File: config.mk
export PLATFORM = sky130hd
export DESIGN_NAME = point_mass_kinematics_step
export DESIGN_NICKNAME = d
export VERILOG_FILES = /design/src/pmk_pkg.sv /design/src/pmk_div.sv /design/src/point_mass_kinematics_step.sv
export SDC_FILE = /design/constraint.sdc
export NUM_CORES = 2
export LEC_CHECK = 0
export BUFFER_PORTS_ARGS = -buffer_cell sky130_fd_sc_hd__buf_2
export CAP_MARGIN = 20
export CORE_MARGIN = 3
export CORE_UTILIZATION = 39
export DETAILED_ROUTE_END_ITERATION = 7
export GPL_TIMING_DRIVEN = 1
export PLACE_DENSITY_LB_ADDON = 0.05
export SYNTH_ARGS = -nofsm -noshare
export SYNTH_HDL_FRONTEND = slang
export SYNTH_SLANG_ARGS = --single-unit
File: constraint.sdc
create_clock -name clock -period 29.8 [get_ports clock]
set_input_delay 4.47 -clock clock [delete_from_list [all_inputs] [get_ports clock]]
set_output_delay 4.47 -clock clock [all_outputs]
set_load 0.05 [all_outputs]
File: src/pmk_pkg.sv
// Shared types, constants and arithmetic helpers for the point-mass kinematics block.
`timescale 1ns / 1ps
package pmk_pkg;

   // Field and storage widths.
   localparam int DIMS       = 3;
   localparam int DATA_W     = 32;
   localparam int MASS_W     = 16;
   localparam int AXES_W     = 2;
   localparam int DT_W       = 31;
   localparam int CSR_IDX_W  = 1;
   localparam int CSR_DATA_W = 16;
   localparam int PROD_W     = 64;
   localparam int WIDE_W     = 96;

   // Register indexes of the configuration port.
   localparam logic [CSR_IDX_W-1:0] CSR_POINT_MASS  = 1'd0;
   localparam logic [CSR_IDX_W-1:0] CSR_ACTIVE_AXES = 1'd1;

   // Request kinds.
   localparam logic REQ_FORCE = 1'b0;
   localparam logic REQ_STEP  = 1'b1;

   // Largest magnitude kept for the half acceleration term.
   localparam logic [WIDE_W-1:0] TERM_CAP = WIDE_W'(1) << 60;

   typedef logic signed [DATA_W-1:0] q_type;

   // Status of the iterative divider.
   typedef struct packed {
      logic busy;
      logic done;
   } div_status_type;

   // Magnitude of a signed word; the most negative value maps to 2^31.
   function automatic logic [DATA_W-1:0] mag32(input q_type x);
      logic [DATA_W-1:0] r;
      r = x[DATA_W-1] ? (~x + 1'b1) : x;
      return r;
   endfunction

   // Clamp a wide signed sum to the 32-bit range.
   function automatic q_type sat32(input logic signed [PROD_W-1:0] v);
      q_type r;
      if (v > 64'sd2147483647) begin
         r = 32'sh7fffffff;
      end else if (v < -64'sd2147483648) begin
         r = 32'sh80000000;
      end else begin
         r = v[DATA_W-1:0];
      end
      return r;
   endfunction

endpackage

File: src/pmk_div.sv
// Restoring divider, one quotient bit per cycle, 32-bit dividend by 16-bit divisor.
`timescale 1ns / 1ps
module pmk_div (
   input  logic                          clock,
   input  logic                          reset,
   input  logic                          start,
   input  logic [pmk_pkg::DATA_W-1:0]    dividend,
   input  logic [pmk_pkg::MASS_W-1:0]    divisor,
   output logic [pmk_pkg::DATA_W-1:0]    quotient,
   output pmk_pkg::div_status_type       status
);
   import pmk_pkg::*;

   localparam int CNT_W = $clog2(DATA_W);

   logic [DATA_W-1:0] quo_ff, quo_in;
   logic [MASS_W-1:0] rem_ff, rem_in;
   logic [MASS_W-1:0] dvs_ff, dvs_in;
   logic [CNT_W-1:0]  cnt_ff, cnt_in;
   logic              busy_ff, busy_in;
   logic              done_ff, done_in;
   logic [MASS_W:0]   shifted;
   logic [MASS_W:0]   diff;
   logic              fits;

   // One restoring step: bring down the next dividend bit and try the subtract.
   always_comb begin
      shifted = {rem_ff, quo_ff[DATA_W-1]};
      diff    = shifted - {1'b0, dvs_ff};
      fits    = (shifted >= {1'b0, dvs_ff});
   end

   // Sequencing of the 32 steps.
   always_comb begin
      quo_in  = quo_ff;
      rem_in  = rem_ff;
      dvs_in  = dvs_ff;
      cnt_in  = cnt_ff;
      busy_in = busy_ff;
      done_in = 1'b0;
      if (start) begin
         quo_in  = dividend;
         rem_in  = '0;
         dvs_in  = divisor;
         cnt_in  = '0;
         busy_in = 1'b1;
      end else if (busy_ff) begin
         quo_in = {quo_ff[DATA_W-2:0], fits};
         rem_in = fits ? diff[MASS_W-1:0] : shifted[MASS_W-1:0];
         cnt_in = cnt_ff + 1'b1;
         if (cnt_ff == CNT_W'(DATA_W - 1)) begin
            busy_in = 1'b0;
            done_in = 1'b1;
         end
      end
   end

   always_ff @(posedge clock) begin
      if (reset) begin
         busy_ff <= 1'b0;
         done_ff <= 1'b0;
         cnt_ff  <= '0;
      end else begin
         busy_ff <= busy_in;
         done_ff <= done_in;
         cnt_ff  <= cnt_in;
      end
      quo_ff <= quo_in;
      rem_ff <= rem_in;
      dvs_ff <= dvs_in;
   end

   assign quotient    = quo_ff;
   assign status.busy = busy_ff;
   assign status.done = done_ff;

endmodule

File: src/point_mass_kinematics_step.sv
// Point-mass kinematics: force accumulation and constant-acceleration time steps.
// An apply-force item runs each active axis through the serial divider; a time-step item runs
// each active axis through the single shared 32x32 multiplier. The input stalls until the
// item is finished, and the result becomes valid in the same cycle that the input is free
// again; the result register lets the next item enter while the last result waits. Synchronous
// reset clears kinematic and control state to zero, point_mass to 1 and active_axes to 2.
`timescale 1ns / 1ps
module point_mass_kinematics_step #(
   parameter int AXES      = 3,
   parameter int FRAC_BITS = 16
) (
   input  logic                              clock,
   input  logic                              reset,
   // Configuration writes.
   input  logic                              csr_we,
   input  logic [pmk_pkg::CSR_IDX_W-1:0]     csr_index,
   input  logic [pmk_pkg::CSR_DATA_W-1:0]    csr_wdata,
   // Request channel.
   input  logic                              req_valid,
   output logic                              req_stall,
   input  logic                              req_type,
   input  logic signed [pmk_pkg::DATA_W-1:0] req_force_x,
   input  logic signed [pmk_pkg::DATA_W-1:0] req_force_y,
   input  logic signed [pmk_pkg::DATA_W-1:0] req_force_z,
   input  logic [pmk_pkg::DT_W-1:0]          req_step_length,
   // Result channel.
   output logic                              rsp_valid,
   input  logic                              rsp_stall,
   output logic signed [pmk_pkg::DATA_W-1:0] rsp_pos_x,
   output logic signed [pmk_pkg::DATA_W-1:0] rsp_pos_y,
   output logic signed [pmk_pkg::DATA_W-1:0] rsp_pos_z,
   output logic signed [pmk_pkg::DATA_W-1:0] rsp_vel_x,
   output logic signed [pmk_pkg::DATA_W-1:0] rsp_vel_y,
   output logic signed [pmk_pkg::DATA_W-1:0] rsp_vel_z,
   output logic signed [pmk_pkg::DATA_W-1:0] rsp_acc_x,
   output logic signed [pmk_pkg::DATA_W-1:0] rsp_acc_y,
   output logic signed [pmk_pkg::DATA_W-1:0] rsp_acc_z
);
   import pmk_pkg::*;

   localparam int               HALF_SHIFT = 2 * FRAC_BITS + 1;
   localparam logic [AXES_W-1:0] AXES_LIM  = AXES_W'(AXES);

   // Sequencer state codes.
   localparam logic [3:0] S_IDLE      = 4'd0;
   localparam logic [3:0] S_DIV_START = 4'd1;
   localparam logic [3:0] S_DIV_WAIT  = 4'd2;
   localparam logic [3:0] S_ACC       = 4'd3;
   localparam logic [3:0] S_MUL_V     = 4'd4;
   localparam logic [3:0] S_MUL_A     = 4'd5;
   localparam logic [3:0] S_MUL_LO    = 4'd6;
   localparam logic [3:0] S_MUL_HI    = 4'd7;
   localparam logic [3:0] S_HALF      = 4'd8;
   localparam logic [3:0] S_POS       = 4'd9;
   localparam logic [3:0] S_DONE      = 4'd10;

   // Configuration registers.
   logic [MASS_W-1:0] mass_ff, mass_in;
   logic [AXES_W-1:0] axes_ff, axes_in;

   // Kinematic state per axis.
   q_type pos_ff [DIMS], pos_in [DIMS];
   q_type vel_ff [DIMS], vel_in [DIMS];
   q_type acc_ff [DIMS], acc_in [DIMS];

   // Captured request.
   q_type             force_ff [DIMS], force_in [DIMS];
   logic [DT_W-1:0]   dt_ff, dt_in;
   logic [AXES_W-1:0] n_ff, n_in;
   logic [AXES_W-1:0] ax_ff, ax_in;
   logic [3:0]        state_ff, state_in;

   // Shared multiplier and working registers.
   logic [DATA_W-1:0]        mul_a;
   logic [PROD_W-1:0]        prod_ff, prod_in;
   logic [PROD_W-1:0]        vdt_ff, vdt_in;
   logic [PROD_W-1:0]        m_ff, m_in;
   logic [WIDE_W-1:0]        wide_ff, wide_in;
   logic signed [PROD_W-1:0] psum_ff, psum_in;

   // Result register.
   logic  rsp_valid_ff, rsp_valid_in;
   q_type out_ff [3*DIMS], out_in [3*DIMS];

   // Divider hookup.
   logic                div_start;
   logic [DATA_W-1:0]   div_quo;
   div_status_type      div_status;
   logic [MASS_W-1:0]   mass_eff;

   // Helper terms.
   logic                     req_xfer;
   logic [AXES_W-1:0]        n_req;
   logic                     last_axis;
   logic                     v_neg, a_neg;
   logic signed [PROD_W-1:0] q_term;
   logic [WIDE_W-1:0]        half_raw;
   logic [WIDE_W-1:0]        half_cap;
   logic signed [PROD_W-1:0] half_term;
   logic [PROD_W-1:0]        adt;
   logic signed [PROD_W-1:0] adt_term;
   logic signed [PROD_W-1:0] vdt_term;

   assign mass_eff = (mass_ff == '0) ? MASS_W'(1) : mass_ff;

   pmk_div u_div (
      .clock    (clock),
      .reset    (reset),
      .start    (div_start),
      .dividend (mag32(force_ff[ax_ff])),
      .divisor  (mass_eff),
      .quotient (div_quo),
      .status   (div_status)
   );

   assign req_stall = (state_ff != S_IDLE);
   assign req_xfer  = req_valid && !req_stall;
   assign n_req     = (axes_ff > AXES_LIM) ? AXES_LIM : axes_ff;
   assign last_axis = (ax_ff == n_ff - 1'b1);
   assign div_start = (state_ff == S_DIV_START);

   // Arithmetic terms for the current axis.
   always_comb begin
      v_neg    = vel_ff[ax_ff][DATA_W-1];
      a_neg    = acc_ff[ax_ff][DATA_W-1];
      q_term   = force_ff[ax_ff][DATA_W-1] ? -$signed({32'b0, div_quo})
                                           : $signed({32'b0, div_quo});
      half_raw = wide_ff >> HALF_SHIFT;
      half_cap = (half_raw > TERM_CAP) ? TERM_CAP : half_raw;
      half_term = a_neg ? -$signed(half_cap[PROD_W-1:0]) : $signed(half_cap[PROD_W-1:0]);
      adt      = m_ff >> FRAC_BITS;
      adt_term = a_neg ? -$signed(adt) : $signed(adt);
      vdt_term = v_neg ? -$signed(vdt_ff) : $signed(vdt_ff);
   end

   // Multiplier operand select; the second operand is always the step length.
   always_comb begin
      case (state_ff)
         S_MUL_V:  mul_a = mag32(vel_ff[ax_ff]);
         S_MUL_A:  mul_a = mag32(acc_ff[ax_ff]);
         S_MUL_LO: mul_a = prod_ff[DATA_W-1:0];
         S_MUL_HI: mul_a = m_ff[PROD_W-1:DATA_W];
         default:  mul_a = '0;
      endcase
      prod_in = PROD_W'(mul_a) * PROD_W'({1'b0, dt_ff});
   end

   // Sequencer and datapath next values.
   always_comb begin
      mass_in  = mass_ff;
      axes_in  = axes_ff;
      pos_in   = pos_ff;
      vel_in   = vel_ff;
      acc_in   = acc_ff;
      force_in = force_ff;
      dt_in    = dt_ff;
      n_in     = n_ff;
      ax_in    = ax_ff;
      state_in = state_ff;
      vdt_in   = vdt_ff;
      m_in     = m_ff;
      wide_in  = wide_ff;
      psum_in  = psum_ff;
      rsp_valid_in = rsp_valid_ff && rsp_stall;
      out_in   = out_ff;

      // Configuration writes.
      if (csr_we) begin
         case (csr_index)
            CSR_POINT_MASS:  mass_in = csr_wdata[MASS_W-1:0];
            CSR_ACTIVE_AXES: axes_in = csr_wdata[AXES_W-1:0];
            default:         ;
         endcase
      end

      case (state_ff)
         S_IDLE: begin
            if (req_xfer) begin
               force_in[0] = req_force_x;
               force_in[1] = req_force_y;
               force_in[2] = req_force_z;
               dt_in       = req_step_length;
               n_in        = n_req;
               ax_in       = '0;
               if (n_req == '0) begin
                  state_in = S_DONE;
               end else if (req_type == REQ_FORCE) begin
                  state_in = S_DIV_START;
               end else begin
                  state_in = S_MUL_V;
               end
            end
         end
         S_DIV_START: begin
            state_in = S_DIV_WAIT;
         end
         S_DIV_WAIT: begin
            if (div_status.done) begin
               state_in = S_ACC;
            end
         end
         S_ACC: begin
            acc_in[ax_ff] = sat32($signed({{32{acc_ff[ax_ff][DATA_W-1]}}, acc_ff[ax_ff]})
                                  + q_term);
            if (last_axis) begin
               state_in = S_DONE;
            end else begin
               ax_in    = ax_ff + 1'b1;
               state_in = S_DIV_START;
            end
         end
         S_MUL_V: begin
            state_in = S_MUL_A;
         end
         S_MUL_A: begin
            // Product holds |v|*dt.
            vdt_in   = prod_ff >> FRAC_BITS;
            state_in = S_MUL_LO;
         end
         S_MUL_LO: begin
            // Product holds |a|*dt.
            m_in     = prod_ff;
            state_in = S_MUL_HI;
         end
         S_MUL_HI: begin
            // Product holds the low half of |a|*dt*dt.
            wide_in  = WIDE_W'(prod_ff);
            state_in = S_HALF;
         end
         S_HALF: begin
            // Add the high partial product and start the position sum.
            wide_in  = wide_ff + (WIDE_W'(prod_ff) << DATA_W);
            psum_in  = $signed({{32{pos_ff[ax_ff][DATA_W-1]}}, pos_ff[ax_ff]}) + vdt_term;
            state_in = S_POS;
         end
         S_POS: begin
            pos_in[ax_ff] = sat32(psum_ff + half_term);
            vel_in[ax_ff] = sat32($signed({{32{vel_ff[ax_ff][DATA_W-1]}}, vel_ff[ax_ff]})
                                  + adt_term);
            if (last_axis) begin
               state_in = S_DONE;
            end else begin
               ax_in    = ax_ff + 1'b1;
               state_in = S_MUL_V;
            end
         end
         S_DONE: begin
            // Load the result register once it is free.
            if (!rsp_valid_ff || !rsp_stall) begin
               for (int i = 0; i < DIMS; i++) begin
                  out_in[i]          = pos_ff[i];
                  out_in[DIMS + i]   = vel_ff[i];
                  out_in[2*DIMS + i] = acc_ff[i];
               end
               rsp_valid_in = 1'b1;
               state_in     = S_IDLE;
            end
         end
         default: begin
            state_in = S_IDLE;
         end
      endcase
   end

   // Control and state registers.
   always_ff @(posedge clock) begin
      if (reset) begin
         mass_ff      <= MASS_W'(1);
         axes_ff      <= AXES_W'(2);
         state_ff     <= S_IDLE;
         rsp_valid_ff <= 1'b0;
         ax_ff        <= '0;
         n_ff         <= '0;
         for (int i = 0; i < DIMS; i++) begin
            pos_ff[i] <= '0;
            vel_ff[i] <= '0;
            acc_ff[i] <= '0;
         end
      end else begin
         mass_ff      <= mass_in;
         axes_ff      <= axes_in;
         state_ff     <= state_in;
         rsp_valid_ff <= rsp_valid_in;
         ax_ff        <= ax_in;
         n_ff         <= n_in;
         pos_ff       <= pos_in;
         vel_ff       <= vel_in;
         acc_ff       <= acc_in;
      end
   end

   // Payload registers.
   always_ff @(posedge clock) begin
      force_ff <= force_in;
      dt_ff    <= dt_in;
      prod_ff  <= prod_in;
      vdt_ff   <= vdt_in;
      m_ff     <= m_in;
      wide_ff  <= wide_in;
      psum_ff  <= psum_in;
      out_ff   <= out_in;
   end

   assign rsp_valid = rsp_valid_ff;
   assign rsp_pos_x = out_ff[0];
   assign rsp_pos_y = out_ff[1];
   assign rsp_pos_z = out_ff[2];
   assign rsp_vel_x = out_ff[3];
   assign rsp_vel_y = out_ff[4];
   assign rsp_vel_z = out_ff[5];
   assign rsp_acc_x = out_ff[6];
   assign rsp_acc_y = out_ff[7];
   assign rsp_acc_z = out_ff[8];

endmodule
After elaboration in Yosys (flattened, before gate mapping)
Cells that the tools add are included.

Register bits: 1134. Latch bits: 0. Bits in writable memories: 0. ROM bits: 0. Input bits: 150. Output and inout port bits: 290. Logic and storage cells: 169. Memories: 0.

Add/sub/neg operators: 16. Multipliers: 1. Divide/modulo/power cells: 0. Magnitude comparators: 11. Equal/unequal tests: 16. Shift operators: 0. Mux-type cells: 57. Bitwise operators: 6. Reductions and logical operators: 23.

Operators with widths (number): $mux W32 (23); $bwmux W96 (3); $bmux W32 S2 (4); $mux W64 (4); $add A32 B64 Y64 (3); $gt A64 B32 Y1 const B (3); $lt A64 B32 Y1 const B (3); $pmux W96 S2 (1); $neg A47 Y64 (2); $pmux W32 S4 (1); $add A32 B1 Y32 const B (3); $add A96 B95 Y96 (1); $not A32 Y32 (3); $add A64 B64 Y64 (1); $demux W32 S2 (1); $neg A32 Y64 (1); $neg A63 Y64 (1); $gt A63 B61 Y1 const B (1); $mul A32 B31 Y63 (1); $mux W63 (1); $pmux W4 S11 (1); $mux W4 (6); $ge A17 B16 Y1 (1); $eq A4 B3 Y1 const B (4); 33 further kinds (57).

Logic depth before layout (Yosys ltp)
Depth after elaboration: 11. Mapped depth: 46.

Cells and area by module
A second synthesis with hierarchy kept.

Cells, all modules: 10022. Area total of the unflattened synthesis: 95785.6 µm².

By module, submodules not included: point_mass_kinematics_step (instances 1, cells an instance 9707, area an instance 92077.1 µm², seq. area each 26695.6 µm²); pmk_div (instances 1, cells an instance 315, area an instance 3708.6 µm², seq. area each 1901.8 µm²).

Least setup slack after synthesis
Ideal clock, no wire load.

Path kind: input port to flip-flop. From: input port rsp_stall. To: register out_ff (netlist bit rsp_acc_x[0]) (enable). Library setup time: 1.032 ns. Arrival time: 17.947 ns. Path slack: 10.821 ns. Stages: 1. Path through: a21oi_1.

Word-level cells in the longest chain between the ends: 3.

Ends and longest elaborated chain: start, declared (RTL line point_mass_kinematics_step.sv:28) `input logic rsp_stall,`; $logic_not A1 Y1 (RTL line point_mass_kinematics_step.sv:249) `if (!rsp_valid_ff || !rsp_stall) begin`; $logic_or A1 B1 Y1 (RTL line point_mass_kinematics_step.sv:249); $reduce_and A2 Y1 (no line); end signal, assigned (RTL line point_mass_kinematics_step.sv:301) `out_ff <= out_in;`; end, declared (RTL line point_mass_kinematics_step.sv:83) `q_type out_ff [3*DIMS], out_in [3*DIMS];`.

Every way passes these cells. A chain may end at the register's enable or synchronous reset.

Worst setup path in the final report
From: register ax_ff[0]. To: register prod_ff[62].

Word-level cells in the longest chain between the ends: 9. Elaborated cells on any way between the ends: 15.

Ends and longest elaborated chain: start, declared (RTL line point_mass_kinematics_step.sv:70) `logic [AXES_W-1:0] ax_ff, ax_in;`; start signal, assigned (RTL line point_mass_kinematics_step.sv:284) `ax_ff <= ax_in;`; $not A2 Y3 (implied by the code) * (RTL line point_mass_kinematics_step.sv:139, point_mass_kinematics_step.sv:140); $bmux W32 S2, on equally long branches (RTL line point_mass_kinematics_step.sv:140, point_mass_kinematics_step.sv:139); $mux W32, on equally long branches (2 in series) (RTL line point_mass_kinematics_step.sv:140, point_mass_kinematics_step.sv:139); $not A32 Y32 (RTL line pmk_pkg.sv:38) `r = x[DATA_W-1] ? (~x + 1'b1) : x;`; $add A32 B1 Y32 (RTL line pmk_pkg.sv:38); $mux W32 (RTL line pmk_pkg.sv:38); $pmux W32 S4 * (RTL line point_mass_kinematics_step.sv:138) `case (state_ff)`; $mul A32 B31 Y63 * (RTL line point_mass_kinematics_step.sv:145) `prod_in = PROD_W'(mul_a) * PROD_W'({1'b0, dt_ff});`; net prod_in[62] (RTL line point_mass_kinematics_step.sv:75) `logic [PROD_W-1:0] prod_ff, prod_in;`; end signal, assigned (RTL line point_mass_kinematics_step.sv:296) `prod_ff <= prod_in;`; end, declared (RTL line point_mass_kinematics_step.sv:75).

Mark *: on every way through the listed nets, which the timed path passes. The rest lies on a longest branch. The select of a mux whose other input is x is not followed.

==> flow_summary.json <==
{
  "wl_per_cell_microns": 25.2,
  "yosysTopAreaCell": "edfxtp_1",
  "synth_common_cells": "nand2_1, inv_1, fa_1, edfxtp_1, a21oi_1",
  "worst-setup-path-type": "flop to flop",
  "clkSlewWorstSetupHoldPaths_ns": 0.07,
  "dr_wl_met2_microns": 157000,
  "startpoint_type": "flop",
  "multi_input_area_sq_um": 63000,
  "clock_sink_count": 1086,
  "die_h_microns": 505,
  "placed_cells_incl_taps": 13800,
  "yosysSeqAreaShare_pct": 29.4,
  "highest_layer": "met5",
  "fill_cells": 24200,
  "ys.warnings.count": 0,
  "port_buffers": 439,
  "critical_path.max_fanout": 44,
  "yosys.area.top_type_share_pct": 21.1,
  "p_leak_nw": 45.8,
  "routed_via_density": 5.69,
  "internal_power_mw": 3.45,
  "avgSynthCellArea_sq_um": 9.27,
  "core_sq_um": 247000,
  "pin_count": 440,
  "tns_ns": 0,
  "r2r_end": "prod_ff[62]",
  "worstPathArrival_ns": 14.74,
  "fin_crit_sh_pct": 47.0,
  "synth_most_common_cell": "nand2_1",
  "synth_edf_count": 685,
  "final_nets": 12300,
  "peakVddDrop_mv": 0.0713,
  "grt_max_degree": 92,
  "slew_headroom_pct": 11.4,
  "place_area_sq_um": 103000,
  "hold_buffers": 0,
  "setup_violations": 0,
  "hold_violations": 0,
  "p_sw_share_pct": 41.4,
  "antenna_found_initial": 38,
  "holdPathStages": 0,
  "synthFlopType": "edfxtp_1",
  "finalMaxSlewViolations": 0,
  "comb_power_share_pct": 36.8,
  "ff_latch_area_sq_um": 28600,
  "cpPeakStageDelay_ns": 0.90,
  "p_total_mw": 5.88,
  "cp_slowest_cell": "o41ai_1",
  "ys_types": 111,
  "hp-class": "flop to flop",
  "ys_ff_latch": 1086,
  "max_clock_freq_mhz": 71.4,
  "cp-end-kind": "flop",
  "drt_iter0_markers": 7412,
  "antenna_left": 0,
  "initial_utilization_pct": 39.4,
  "hpwl_microns": 272000,
  "final_area_sq_um": 108000,
  "power_switching_mw": 2.44,
  "worst_hold_slack_ns": 0.448,
  "period_minus_slack_ns": 14.01,
  "finClkSkew_ns": 0.0495,
  "drc": 0,
  "setup_ws_ns": 15.79,
  "grt_pass1_wl_microns": 532000,
  "synthArstFlopShare_pct": 0,
  "synth_area_sq_um": 97300,
  "fin_util_pct": 43.6,
  "wl_met3_microns": 24300,
  "h-tree-depth": 4,
  "synth_nets": 12100,
  "crit_start": "ax_ff[0]",
  "rsz0062_at_grt": "false",
  "final_cells": 14100,
  "status": "finished clean",
  "ctsRootBufferMaster": "clkbuf_16",
  "grt_overflow_total": 0,
  "hold_end": "rsp_vel_y[16]",
  "worstPathRequired_ns": 30.52,
  "cts_tree": "done",
  "clk_path_buf_depth": 3,
  "insertion_delay_ns": 0.83,
  "postCtsSetupRepairBufs": 0,
  "worst_path_most_repeated_cell": "fa_1",
  "syn_to_final_growth_pct": 10.7,
  "gp_congestion": 0.926,
  "cts_resized": 0,
  "seqPwrFrac_pct": 34.4,
  "p_clk_share_pct": 28.8,
  "power_density_nw_per_um2": 54.6,
  "r2r_cells": 39,
  "dieArea_sq_um": 255000,
  "drt-total-wl_microns": 354000,
  "place_ws_ns": 15.96,
  "synthTopCellsByArea": "edfxtp_1, fa_1, dfxtp_1, ha_1, nand2_1",
  "drt-met1-wl_microns": 165000,
  "grt_use_total_pct": 27.4,
  "synthCells": 10500,
  "rows": 182,
  "regToRegStartpoint": "ax_ff[0]",
  "dr.pass1.iters": 6,
  "tightest_slew_ns": 1.32,
  "layout-drive-gt1-share_pct": 8.81,
  "vias": 80200,
  "grt_pass1_vias": 79900,
  "cap_violations": 0,
  "cts_inserted_buffers": 133,
  "min_from": "vel_ff[48]",
  "reg2reg_slack_ns": 15.79,
  "die_w_microns": 505
}
==> layer usage <==
metal / global-route usage (%) / up-vias
li1: - / 36600
met1: 40.2 / 40300
met2: 42.5 / 2821
met3: 3.96 / 439
met4: 6.14 / 8
met5: 0 / -
==> worst max-delay path, delay by kind of cell (launching register included) <==
family / cells / cell delay (ns)
XOR/XNOR: 2 / 0.26
flip-flops: 1 / 0.67
adder cells (fa/ha/maj): 9 / 4.35
AO/OA/AOI/OAI: 14 / 4.20
buffers and inverters: 8 / 2.35
AND/OR/NAND/NOR: 5 / 1.65
multiplexers: 1 / 0.29
==> sequential cells by signal, summed over array words and instances, names as in the netlist, 47 cells and up <==
register,count
pos_ff,96
psum_ff,64
vel_ff,96
prod_ff,63
acc_ff,96
wide_ff,64
m_ff,47
vdt_ff,47
force_ff,96
==> placed cells by master, fill, tap and decap left out, types with 31 or more instances in the layout <==
cell	count
nand2_1	1289
inv_1	1020
fa_1	872
edfxtp_1	685
a21oi_1	658
ha_1	599
nor2_1	564
and2_1	535
o21ai_0	459
buf_2	440
dfxtp_1	398
xnor2_1	338
xor2_1	234
a21o_1	208
o211ai_1	171
buf_4	163
mux2i_1	154
nor3_1	151
nand3_1	145
clkbuf_16	137
nand4_1	109
a311oi_1	105
and3_1	79
o21bai_1	67
a211oi_1	65
o21a_1	65
nor4_1	61
nand2b_1	59
o31ai_1	56
a31oi_1	56
or3_1	55
nor2b_1	46
a221o_1	45
o21ai_1	31
==> cells by family (layout without fill, tap and decap cells) <==
| family | after synthesis | in the layout | share of synthesized area, % |
|---|---|---|---|
| XOR/XNOR | 573 | 573 | 5.17 |
| adder cells (fa/ha/maj) | 1471 | 1471 | 25.7 |
| AND/OR/NAND/NOR | 3238 | 3238 | 15.9 |
| AO/OA/AOI/OAI | 2362 | 2362 | 15.9 |
| other | 0 | 7 | 0 |
| multiplexers | 160 | 160 | 1.67 |
| flip-flops | 1086 | 1086 | 29.4 |
| buffers and inverters | 1601 | 1875 | 6.26 |
==> how the worst max path moves through the flow <==
stage / endpoint / slack (ns) / cells past startpoint
2_1_floorplan: rsp_acc_x[0] / 10.82 / 1
3_3_place_gp: prod_ff[62] / 16.11 / 39
3_5_place_dp: prod_ff[62] / 15.96 / 39
4_1_cts: prod_ff[62] / 15.90 / 39
5_1_grt: prod_ff[62] / 15.16 / 39
6_report: prod_ff[62] / 15.79 / 39
==> power groups by stage <==
stage / Sequential, mW / Combinational, mW / Clock, mW
floorplan: 1.96 / 1.40 / 0
global placement: 2.05 / 2.12 / 0
detailed placement: 2.05 / 2.13 / 0
CTS: 2.02 / 2.14 / 1.74
global route: 2.03 / 2.37 / 1.79
finish: 2.02 / 2.16 / 1.70
==> area by class of cell <==
| class | instances | area share [%] |
|---|---|---|
| Timing Repair Buffer | 606 | 3.21 |
| Clock buffer | 183 | 3.51 |
| Clock inverter | 62 | 0.788 |
| Antenna cell | 7 | 0.0163 |
| Multi-Input combinational cell | 7804 | 58.5 |
| Inverter | 1024 | 3.58 |
| Sequential cell | 1086 | 26.6 |
| Tap cell | 3312 | 3.85 |
Note: power is estimated with default switching activity, not from simulation.
